<file path="src/hdl/alarm_timer_table_top_assert.svh">
// Assertion macros for the alarm timer table.
// Every macro samples on clk and is disabled while rst is high.
`ifndef ALARM_TIMER_TABLE_TOP_ASSERT_SVH
`define ALARM_TIMER_TABLE_TOP_ASSERT_SVH

// The condition holds at every clock edge.
`define ATT_ASSERT_ALWAYS(label, cond, msg) \
  label: assert property (@(posedge clk) disable iff (rst) (cond)) else $error(msg);

// The consequent holds in the same cycle as the antecedent.
`define ATT_ASSERT_IMPLIES(label, pre, post, msg) \
  label: assert property (@(posedge clk) disable iff (rst) (pre) |-> (post)) else $error(msg);

// The consequent holds in the cycle after the antecedent.
`define ATT_ASSERT_NEXT(label, pre, post, msg) \
  label: assert property (@(posedge clk) disable iff (rst) (pre) |=> (post)) else $error(msg);

`endif

</file>
<file path="src/hdl/att_pkg.sv">
// Shared constants, codes and types for the alarm timer table.
// Used by att_alu, alarm_timer_table_top and the testbench; it depends on nothing else.
`default_nettype none

package att_pkg;

  localparam int NUM_TIMERS = 16;
  localparam int IDX_W      = (NUM_TIMERS > 1) ? $clog2(NUM_TIMERS) : 1;
  localparam int FREE_W     = $clog2(NUM_TIMERS + 1);

  localparam logic [IDX_W-1:0] IDX_LAST = IDX_W'(NUM_TIMERS - 1);

  localparam logic [15:0] IDLE_WAIT_RESET = 16'd50;

  localparam logic [1:0] KIND_SET      = 2'd0;
  localparam logic [1:0] KIND_DELETE   = 2'd1;
  localparam logic [1:0] KIND_DISPATCH = 2'd2;

  localparam logic [2:0] RK_SET_OK  = 3'd0;
  localparam logic [2:0] RK_FULL    = 3'd1;
  localparam logic [2:0] RK_DELETED = 3'd2;
  localparam logic [2:0] RK_BAD     = 3'd3;
  localparam logic [2:0] RK_FIRED   = 3'd4;
  localparam logic [2:0] RK_WAIT    = 3'd5;

  localparam logic [4:0] HANDLE_NONE    = 5'h1F;
  localparam logic [8:0] SLOT_HANDLE_NONE = 9'h1FF;

  localparam logic ALU_ADD = 1'b0;
  localparam logic ALU_SUB = 1'b1;

  typedef struct packed {
    logic        op;
    logic [31:0] a;
    logic [31:0] b;
    logic [31:0] x;
    logic [31:0] y;
  } alu_req_t;

  typedef struct packed {
    logic [31:0] res;
    logic        borrow;
    logic        lt;
  } alu_rsp_t;

endpackage

`default_nettype wire

</file>
<file path="src/hdl/att_alu.sv">
// Shared 32-bit add/subtract and less-than unit of the alarm timer table.
// Depends on att_pkg for the request and response types.
`default_nettype none

module att_alu (
  input  att_pkg::alu_req_t req,
  output att_pkg::alu_rsp_t rsp
);

  logic [32:0] sum;

  always_comb begin
    if (req.op == att_pkg::ALU_SUB) begin
      sum = {1'b0, req.a} - {1'b0, req.b};
    end else begin
      sum = {1'b0, req.a} + {1'b0, req.b};
    end
  end

  assign rsp.res    = sum[31:0];
  assign rsp.borrow = (req.op == att_pkg::ALU_SUB) & sum[32];
  assign rsp.lt     = req.x < req.y;

endmodule

`default_nettype wire

</file>
<file path="src/hdl/alarm_timer_table_top.sv">
// Top level of the alarm timer table: sequencer, slot storage and result register.
// Depends on att_pkg, att_alu and the assertion macros in alarm_timer_table_top_assert.svh.
`default_nettype none

// The table holds att_pkg::NUM_TIMERS alarm slots, walked one slot per cycle by a
// slot counter that drives a single slot read port and one shared adder. A request
// is taken only while the block is idle. A delete is decided in the ST_DEL state; a
// set walks the slots up to the lowest free one, or up to the last slot when the
// table is full. A dispatch first scans all N slots, then either reports the wait or
// walks the slots up to the last expired one. Any step that emits a result, a
// walked slot included, waits while the result register is held by out_stall.
// Result fields are registered; free_slots on every result gives the count after
// the whole request.

module alarm_timer_table_top (
  input  logic               clk,
  input  logic               rst,
  input  logic               cfg_write,
  input  logic [15:0]        cfg_data,
  input  logic               in_valid,
  output logic               in_stall,
  input  logic [1:0]         kind,
  input  logic [31:0]        now,
  input  logic [31:0]        alarm_id,
  input  logic [31:0]        delay,
  input  logic [31:0]        period,
  input  logic signed [8:0]  slot_handle,
  output logic               out_valid,
  input  logic               out_stall,
  output logic [2:0]         result_kind,
  output logic signed [4:0]  handle,
  output logic [31:0]        fired_id,
  output logic [31:0]        wait_time,
  output logic [4:0]         free_slots,
  output logic               last
);

  localparam logic [2:0] ST_IDLE = 3'd0;
  localparam logic [2:0] ST_SET  = 3'd1;
  localparam logic [2:0] ST_DEL  = 3'd2;
  localparam logic [2:0] ST_DISP = 3'd3;
  localparam logic [2:0] ST_DEND = 3'd4;
  localparam logic [2:0] ST_WAIT = 3'd5;
  localparam logic [2:0] ST_FIRE = 3'd6;

  logic [2:0]                     state;
  logic [att_pkg::IDX_W-1:0]      idx;
  logic [att_pkg::IDX_W-1:0]      last_exp;
  logic [att_pkg::FREE_W-1:0]     free_cnt;
  logic [att_pkg::FREE_W-1:0]     freed;
  logic [att_pkg::NUM_TIMERS-1:0] armed;
  logic [att_pkg::NUM_TIMERS-1:0] exp_vec;
  logic                           any_exp;
  logic                           have_near;
  logic [31:0]                    nearest;
  logic [15:0]                    idle_wait;

  logic [31:0] req_now;
  logic [31:0] req_id;
  logic [31:0] req_delay;
  logic [31:0] req_period;
  logic [8:0]  req_handle;

  logic [31:0] slot_expiry [att_pkg::NUM_TIMERS];
  logic [31:0] slot_period [att_pkg::NUM_TIMERS];
  logic [31:0] slot_id     [att_pkg::NUM_TIMERS];

  att_pkg::alu_req_t alu_req;
  att_pkg::alu_rsp_t alu_rsp;

  logic                      out_free;
  logic                      del_none;
  logic                      del_bad;
  logic [att_pkg::IDX_W-1:0] del_idx;

  logic        emit;
  logic [2:0]  e_kind;
  logic [4:0]  e_handle;
  logic [31:0] e_id;
  logic [31:0] e_wait;
  logic [4:0]  e_free;
  logic        e_last;

  assign in_stall = (state != ST_IDLE);
  assign out_free = !out_valid || !out_stall;
  assign del_none = (req_handle == att_pkg::SLOT_HANDLE_NONE);
  assign del_bad  = req_handle[8] || (req_handle >= 9'(att_pkg::NUM_TIMERS));
  assign del_idx  = req_handle[att_pkg::IDX_W-1:0];

  att_alu u_alu (
    .req (alu_req),
    .rsp (alu_rsp)
  );

  always_comb begin
    alu_req.op = att_pkg::ALU_ADD;
    alu_req.a  = req_now;
    alu_req.b  = req_delay;
    alu_req.x  = slot_expiry[idx];
    alu_req.y  = nearest;
    case (state)
      ST_DISP: begin
        alu_req.op = att_pkg::ALU_SUB;
        alu_req.b  = slot_expiry[idx];
      end
      ST_FIRE: begin
        alu_req.b  = slot_period[idx];
      end
      ST_WAIT: begin
        alu_req.op = att_pkg::ALU_SUB;
        alu_req.a  = nearest;
        alu_req.b  = req_now;
      end
      default: begin
        alu_req.op = att_pkg::ALU_ADD;
      end
    endcase
  end

  always_comb begin
    emit     = 1'b0;
    e_kind   = att_pkg::RK_SET_OK;
    e_handle = att_pkg::HANDLE_NONE;
    e_id     = 32'd0;
    e_wait   = 32'd0;
    e_free   = 5'(free_cnt);
    e_last   = 1'b1;
    case (state)
      ST_SET: begin
        if (!armed[idx]) begin
          emit     = out_free;
          e_handle = 5'(idx);
          e_free   = 5'(free_cnt - 1'b1);
        end else if (idx == att_pkg::IDX_LAST) begin
          emit   = out_free;
          e_kind = att_pkg::RK_FULL;
        end
      end
      ST_DEL: begin
        emit   = out_free;
        e_kind = att_pkg::RK_DELETED;
        if (del_none) begin
          e_kind = att_pkg::RK_DELETED;
        end else if (del_bad) begin
          e_kind = att_pkg::RK_BAD;
        end else begin
          e_handle = 5'(del_idx);
          e_free   = 5'(free_cnt + att_pkg::FREE_W'(armed[del_idx]));
        end
      end
      ST_WAIT: begin
        emit   = out_free;
        e_kind = att_pkg::RK_WAIT;
        e_wait = have_near ? alu_rsp.res : 32'(idle_wait);
      end
      ST_FIRE: begin
        if (exp_vec[idx]) begin
          emit     = out_free;
          e_kind   = att_pkg::RK_FIRED;
          e_handle = 5'(idx);
          e_id     = slot_id[idx];
          e_wait   = 32'd1;
          e_last   = (idx == last_exp);
        end
      end
      default: begin
        emit = 1'b0;
      end
    endcase
  end

  always_ff @(posedge clk) begin
    if (rst) begin
      state     <= ST_IDLE;
      idx       <= '0;
      last_exp  <= '0;
      free_cnt  <= att_pkg::FREE_W'(att_pkg::NUM_TIMERS);
      freed     <= '0;
      armed     <= '0;
      exp_vec   <= '0;
      any_exp   <= 1'b0;
      have_near <= 1'b0;
      idle_wait <= att_pkg::IDLE_WAIT_RESET;
    end else begin
      if (cfg_write) begin
        idle_wait <= cfg_data;
      end
      case (state)
        ST_IDLE: begin
          if (in_valid) begin
            idx       <= '0;
            exp_vec   <= '0;
            any_exp   <= 1'b0;
            have_near <= 1'b0;
            freed     <= '0;
            case (kind)
              att_pkg::KIND_SET:      state <= ST_SET;
              att_pkg::KIND_DELETE:   state <= ST_DEL;
              att_pkg::KIND_DISPATCH: state <= ST_DISP;
              default:                state <= ST_IDLE;
            endcase
          end
        end
        ST_SET: begin
          if (!armed[idx]) begin
            if (out_free) begin
              armed[idx] <= 1'b1;
              free_cnt   <= free_cnt - 1'b1;
              state      <= ST_IDLE;
            end
          end else if (idx == att_pkg::IDX_LAST) begin
            if (out_free) begin
              state <= ST_IDLE;
            end
          end else begin
            idx <= idx + 1'b1;
          end
        end
        ST_DEL: begin
          if (out_free) begin
            if (!del_none && !del_bad && armed[del_idx]) begin
              armed[del_idx] <= 1'b0;
              free_cnt       <= free_cnt + 1'b1;
            end
            state <= ST_IDLE;
          end
        end
        ST_DISP: begin
          if (armed[idx]) begin
            if (!alu_rsp.borrow) begin
              exp_vec[idx] <= 1'b1;
              any_exp      <= 1'b1;
              last_exp     <= idx;
              if (slot_period[idx] == 32'd0) begin
                freed <= freed + 1'b1;
              end
            end else if (!have_near || alu_rsp.lt) begin
              have_near <= 1'b1;
            end
          end
          if (idx == att_pkg::IDX_LAST) begin
            state <= ST_DEND;
          end else begin
            idx <= idx + 1'b1;
          end
        end
        ST_DEND: begin
          idx <= '0;
          if (any_exp) begin
            free_cnt <= free_cnt + freed;
            state    <= ST_FIRE;
          end else begin
            state <= ST_WAIT;
          end
        end
        ST_WAIT: begin
          if (out_free) begin
            state <= ST_IDLE;
          end
        end
        ST_FIRE: begin
          if (exp_vec[idx]) begin
            if (out_free) begin
              if (slot_period[idx] == 32'd0) begin
                armed[idx] <= 1'b0;
              end
              if (idx == last_exp) begin
                state <= ST_IDLE;
              end else begin
                idx <= idx + 1'b1;
              end
            end
          end else begin
            idx <= idx + 1'b1;
          end
        end
        default: begin
          state <= ST_IDLE;
        end
      endcase
    end
  end

  always_ff @(posedge clk) begin
    if (state == ST_IDLE && in_valid) begin
      req_now    <= now;
      req_id     <= alarm_id;
      req_delay  <= delay;
      req_period <= period;
      req_handle <= $unsigned(slot_handle);
    end
    if (state == ST_DISP && armed[idx] && alu_rsp.borrow && (!have_near || alu_rsp.lt)) begin
      nearest <= slot_expiry[idx];
    end
  end

  always_ff @(posedge clk) begin
    if (state == ST_SET && !armed[idx] && out_free) begin
      slot_id[idx]     <= req_id;
      slot_expiry[idx] <= alu_rsp.res;
      slot_period[idx] <= req_period;
    end else if (state == ST_FIRE && exp_vec[idx] && out_free &&
                 slot_period[idx] != 32'd0) begin
      slot_expiry[idx] <= alu_rsp.res;
    end
  end

  always_ff @(posedge clk) begin
    if (rst) begin
      out_valid <= 1'b0;
    end else if (emit) begin
      out_valid <= 1'b1;
    end else if (!out_stall) begin
      out_valid <= 1'b0;
    end
  end

  always_ff @(posedge clk) begin
    if (emit) begin
      result_kind <= e_kind;
      handle      <= $signed(e_handle);
      fired_id    <= e_id;
      wait_time   <= e_wait;
      free_slots  <= e_free;
      last        <= e_last;
    end
  end

`include "alarm_timer_table_top_assert.svh"

  `ATT_ASSERT_ALWAYS(a_free_range, free_cnt <= att_pkg::FREE_W'(att_pkg::NUM_TIMERS), "free count exceeds table size")
  `ATT_ASSERT_IMPLIES(a_free_count, state == ST_IDLE, free_cnt == att_pkg::FREE_W'($countones(~armed)), "free count disagrees with armed slots")
  `ATT_ASSERT_IMPLIES(a_fire_target, state == ST_FIRE, exp_vec[last_exp], "last expired slot not marked during firing")
  `ATT_ASSERT_NEXT(a_last_ends, emit && e_last, state == ST_IDLE, "final result did not end the request")

endmodule

`default_nettype wire

</file>
<file path="config.mk">
export PLATFORM = sky130hd
export DESIGN_NAME = alarm_timer_table_top
export DESIGN_NICKNAME = d
export VERILOG_FILES = /design/src/hdl/att_pkg.sv /design/src/hdl/att_alu.sv /design/src/hdl/alarm_timer_table_top.sv
export VERILOG_INCLUDE_DIRS = /design/src /design/src/hdl
export SDC_FILE = /design/constraint.sdc
export NUM_CORES = 2
export LEC_CHECK = 0
export BUFFER_PORTS_ARGS = -buffer_cell sky130_fd_sc_hd__buf_2
export CORE_AREA = 2 2 267 467
export DETAILED_ROUTE_END_ITERATION = 6
export DIE_AREA = 0 0 269 469
export GPL_ROUTABILITY_DRIVEN = 0
export PLACE_DENSITY = 0.84
export SLEW_MARGIN = 20
export SYNTH_ARGS = -nofsm -noshare
export SYNTH_HDL_FRONTEND = slang
export SYNTH_SLANG_ARGS = --single-unit
</file>
<file path="constraint.sdc">
create_clock -name clk -period 7.5 [get_ports clk]
set_clock_uncertainty 0.15 [all_clocks]
set_input_delay 0.75 -clock clk [delete_from_list [all_inputs] [get_ports clk]]
set_output_delay 0.75 -clock clk [all_outputs]
set_load 0.01 [all_outputs]
</file>
==> reports/qor.yml <==
outcome: "finished, final reports clean"
slowest_delay_ps: 680
drv_slew: 0
cts_tree: "yes"
arrival_ps: 7480
drc_errors: 0
io_buffers: 239
fmax_mhz: 140
fillCellCount: 6939
p_total_uw: 23600
slew-limit-headroom: 0.188
drtAntennaViolNets: 0
wirelength_mm: 214
worstSetupPathType: "reg2reg"
grt_util_all_layers: 0.344
cts_made_buffers: 158
final_common_cell: "edfxtp_1"
synthFlopType: "edfxtp_1"
clockRootBuffer: "clkbuf_16"
die-height_um: 469
r2r-end: "nearest[3]$_DFFE_PP_"
worstHoldStart: "period[0]"
p_comb_frac: 0.119
fin_crit_sh: 0.953
final_cell_mix: "edfxtp_1, mux4_2, buf_2"
drt-wirelength-per-cell_um: 33.9
placed_area_um2: 79700
antenna_found_initial: 8
finalInstanceArea_um2: 86300
placementRows: 170
drt_iter0_markers: 6216
clk_latency_ps: 820
cts.htree.levels: 4
synth_edf_count: 1783
cts_num_sinks: 1859
grt_max_degree: 106
yosysWarnings: 0
p_per_area_nw_per_um2: 274
first_pass_iters: 7
syn_to_final_growth_pct: 14.1
netlist_instances: 4079
hold_viol: 0
clockBufferDepth: 3
gr-total-overflow: 0
critPathLaunchType: "flip-flop"
synth.distinct_cells: 88
path_clk_slew_ps: 70
routed-wl-met3_mm: 23.1
required_ps: 7840
holdPathStages: 1
vias: 44400
timing.final.ws_setup_ps: 356
vdd_ir_drop_max_v: 0.000259
dieArea_um2: 126000
setup_viol: 0
drive_gt1_frac: 0.244
hold_path.class: "in2reg"
worstMarginPinSlew_ps: 1210
ff2ff_setup_slack_ps: 360
worstPathMaxFanout: 29
r2r_cells: 21
multi_input_area_um2: 19500
pre_cts_ws_ps: 241
m1WireLength_mm: 67.6
synth_nets: 4319
post-dp-hpwl_mm: 121
avgSynthCellArea_um2: 18.5
fin_crit_ps: 7140
die_w_um: 269
grt_pass1_vias: 44900
worst-path-buf-inv: 3
initial_core_util: 0.618
grt_pass1_wl_mm: 304
p_int_uw: 17700
p_leak_uw: 0.0280
swShare: 0.251
syn_area_um2: 75600
yosysSeqAreaShare: 0.729
routed-wl-met2_mm: 105
pwr-share-seq: 0.529
min_to: "req_period[0]$_DFFE_PP_"
synthArstFlopShare: 0
cp-end-kind: "flip-flop"
crit_chain: "buf_12 -> mux4_2 -> a22o_1 -> o21ai_0 -> a41oi_1 -> nor3_4 -> nand2_2 -> nor4_4 -> nand3_2 -> o21ai_1 -> xnor2_1 -> ha_1 -> a21oi_1 -> and2_1 -> inv_1 -> nor4_1 -> o21ai_0 -> a21oi_1 -> and3_1 -> o211a_1 -> buf_12"
core-area_um2: 122000
ys_seq_elements: 1859
viasPerCell: 7.01
slowest_stage: "dfxtp_4"
fin_util: 0.705
power.share.clock: 0.352
power_switching_uw: 5930
top_layer: "met5"
pin_count: 240
cap_violations: 0
nNetsFinal: 4804
seqCellArea_um2: 55100
path_delay_family: "compound AO/OA/AOI/OAI gates"
[synthesized netlist by cell type, types with 7 or more instances]
cell / number / area share
xor2_1: 29 / 0.0034
a31oi_1: 28 / 0.0023
and2_1: 12 / 0.00099
nand2_1: 191 / 0.0095
nand4_1: 19 / 0.0016
dfxtp_1: 76 / 0.020
a221o_1: 8 / 0.0011
o31ai_1: 8 / 0.00079
edfxtp_1: 1783 / 0.71
o21ai_0: 132 / 0.0087
ha_1: 78 / 0.013
buf_1: 39 / 0.0019
nand2b_1: 24 / 0.0020
mux4_2: 391 / 0.12
buf_2: 41 / 0.0027
nor3_1: 30 / 0.0020
o21a_1: 19 / 0.0019
clkbuf_1: 111 / 0.0055
inv_1: 60 / 0.0030
a211oi_1: 32 / 0.0032
o22ai_1: 26 / 0.0022
a21oi_1: 113 / 0.0075
a211o_1: 8 / 0.00093
or3_1: 11 / 0.00091
a41oi_1: 7 / 0.00081
nand3_1: 39 / 0.0026
mux2i_1: 145 / 0.019
xnor2_1: 45 / 0.0052
a22o_1: 15 / 0.0017
mux2_2: 39 / 0.0058
a221oi_1: 10 / 0.0012
nor2b_1: 34 / 0.0028
buf_6: 15 / 0.0022
nor2_1: 201 / 0.010
buf_4: 10 / 0.00099
and3_1: 54 / 0.0045
a22oi_1: 52 / 0.0052
a21o_1: 23 / 0.0023
[how the worst max path moves through the flow]
stage	startpoint	endpoint	slack (ps)	cells past startpoint
after detailed placement	flip-flop	wait_time[27]$_DFFE_PP_	240	22
after CTS	flip-flop	wait_time[27]$_DFFE_PP_	160	22
after floorplan	flip-flop	nearest[0]$_DFFE_PP_	980	26
after global placement	flip-flop	nearest[10]$_DFFE_PP_	410	21
after global routing	flip-flop	nearest[3]$_DFFE_PP_	-0.9	21
final	flip-flop	nearest[3]$_DFFE_PP_	360	21
[worst reg2reg max path, delay by kind of cell, from the launching register on]
kind                       cells  cell delay [ps]
and+or+nand+nor                7             1850
AOI/OAI and AO/OA              8             2400
buffers and inverters          3              650
muxes                          1              610
adders and majority gates      1              370
xor gates and xnor gates       1              100
DFF                            1              680
[cells by family (layout without fill, tap and decap cells)]
| kind of cell | count (synthesis) | after routing | share of synthesized area |
|---|---|---|---|
| adder cells (fa/ha/maj) | 80 | 80 | 0.0134 |
| other | 0 | 7 | 0 |
| multiplexers | 578 | 578 | 0.143 |
| XOR/XNOR | 74 | 74 | 0.00858 |
| flip-flops | 1859 | 1859 | 0.729 |
| AND/OR/NAND/NOR | 658 | 658 | 0.0416 |
| buffers and inverters | 280 | 891 | 0.0172 |
| AO/OA/AOI/OAI | 550 | 550 | 0.0479 |
[stage by stage]
| stage | hold slack (ps) | setup TNS, ps | instances |
|---|---|---|---|
| detailed placement | 305 | 0 | 5905 |
| floorplan | 282 | 0 | 4079 |
| finish | 28.3 | 0 | 6331 |
| global route | 13.8 | -1.56 | 6326 |
| global placement | 291 | 0 | 5905 |
| CTS | 4.90 | 0 | 6322 |
[what timing repair did]
action,CTS,global route
setup endpoints to repair,0,56
resized for setup,0,1
endpoints found under the hold margin,131,0
hold buffers,131,0
setup buffers,0,1
[flip-flops by register name, summed over array words and instances, names as in the netlist, 9 cells and up, named ones only]
signal       flops
slot_expiry    512
slot_id        512
slot_period    512
fired_id        32
nearest         32
req_delay       32
req_id          32
req_now         32
req_period      32
wait_time       32
armed           16
exp_vec         16
idle_wait       16
req_handle       9
[power by group through the flow]
stage / Clock [uW] / Sequential [uW] / Combinational [uW]
after CTS: 8350 / 12500 / 2700
final: 8320 / 12500 / 2800
after global routing: 8660 / 12500 / 2910
after detailed placement: 0 / 12700 / 2610
after floorplan: 0 / 12700 / 1450
after global placement: 0 / 12700 / 2530
[layer usage]
metal	vias to the layer above	track usage
met3	1042	0.0781
met5	-	0
li1	17500	-
met4	8	0.252
met1	22100	0.402
met2	3760	0.559
[layout make-up]
type / instances / area share
clock buffer: 193 / 0.0485
antenna: 7 / 0.000203
clock inverter: 93 / 0.0113
timing repair buffer: 544 / 0.0487
sequential: 1859 / 0.639
inverter: 61 / 0.00265
tap: 1634 / 0.0237
multi-input combinational: 1940 / 0.226
No activity file was read; power rests on OpenSTA's default activity.
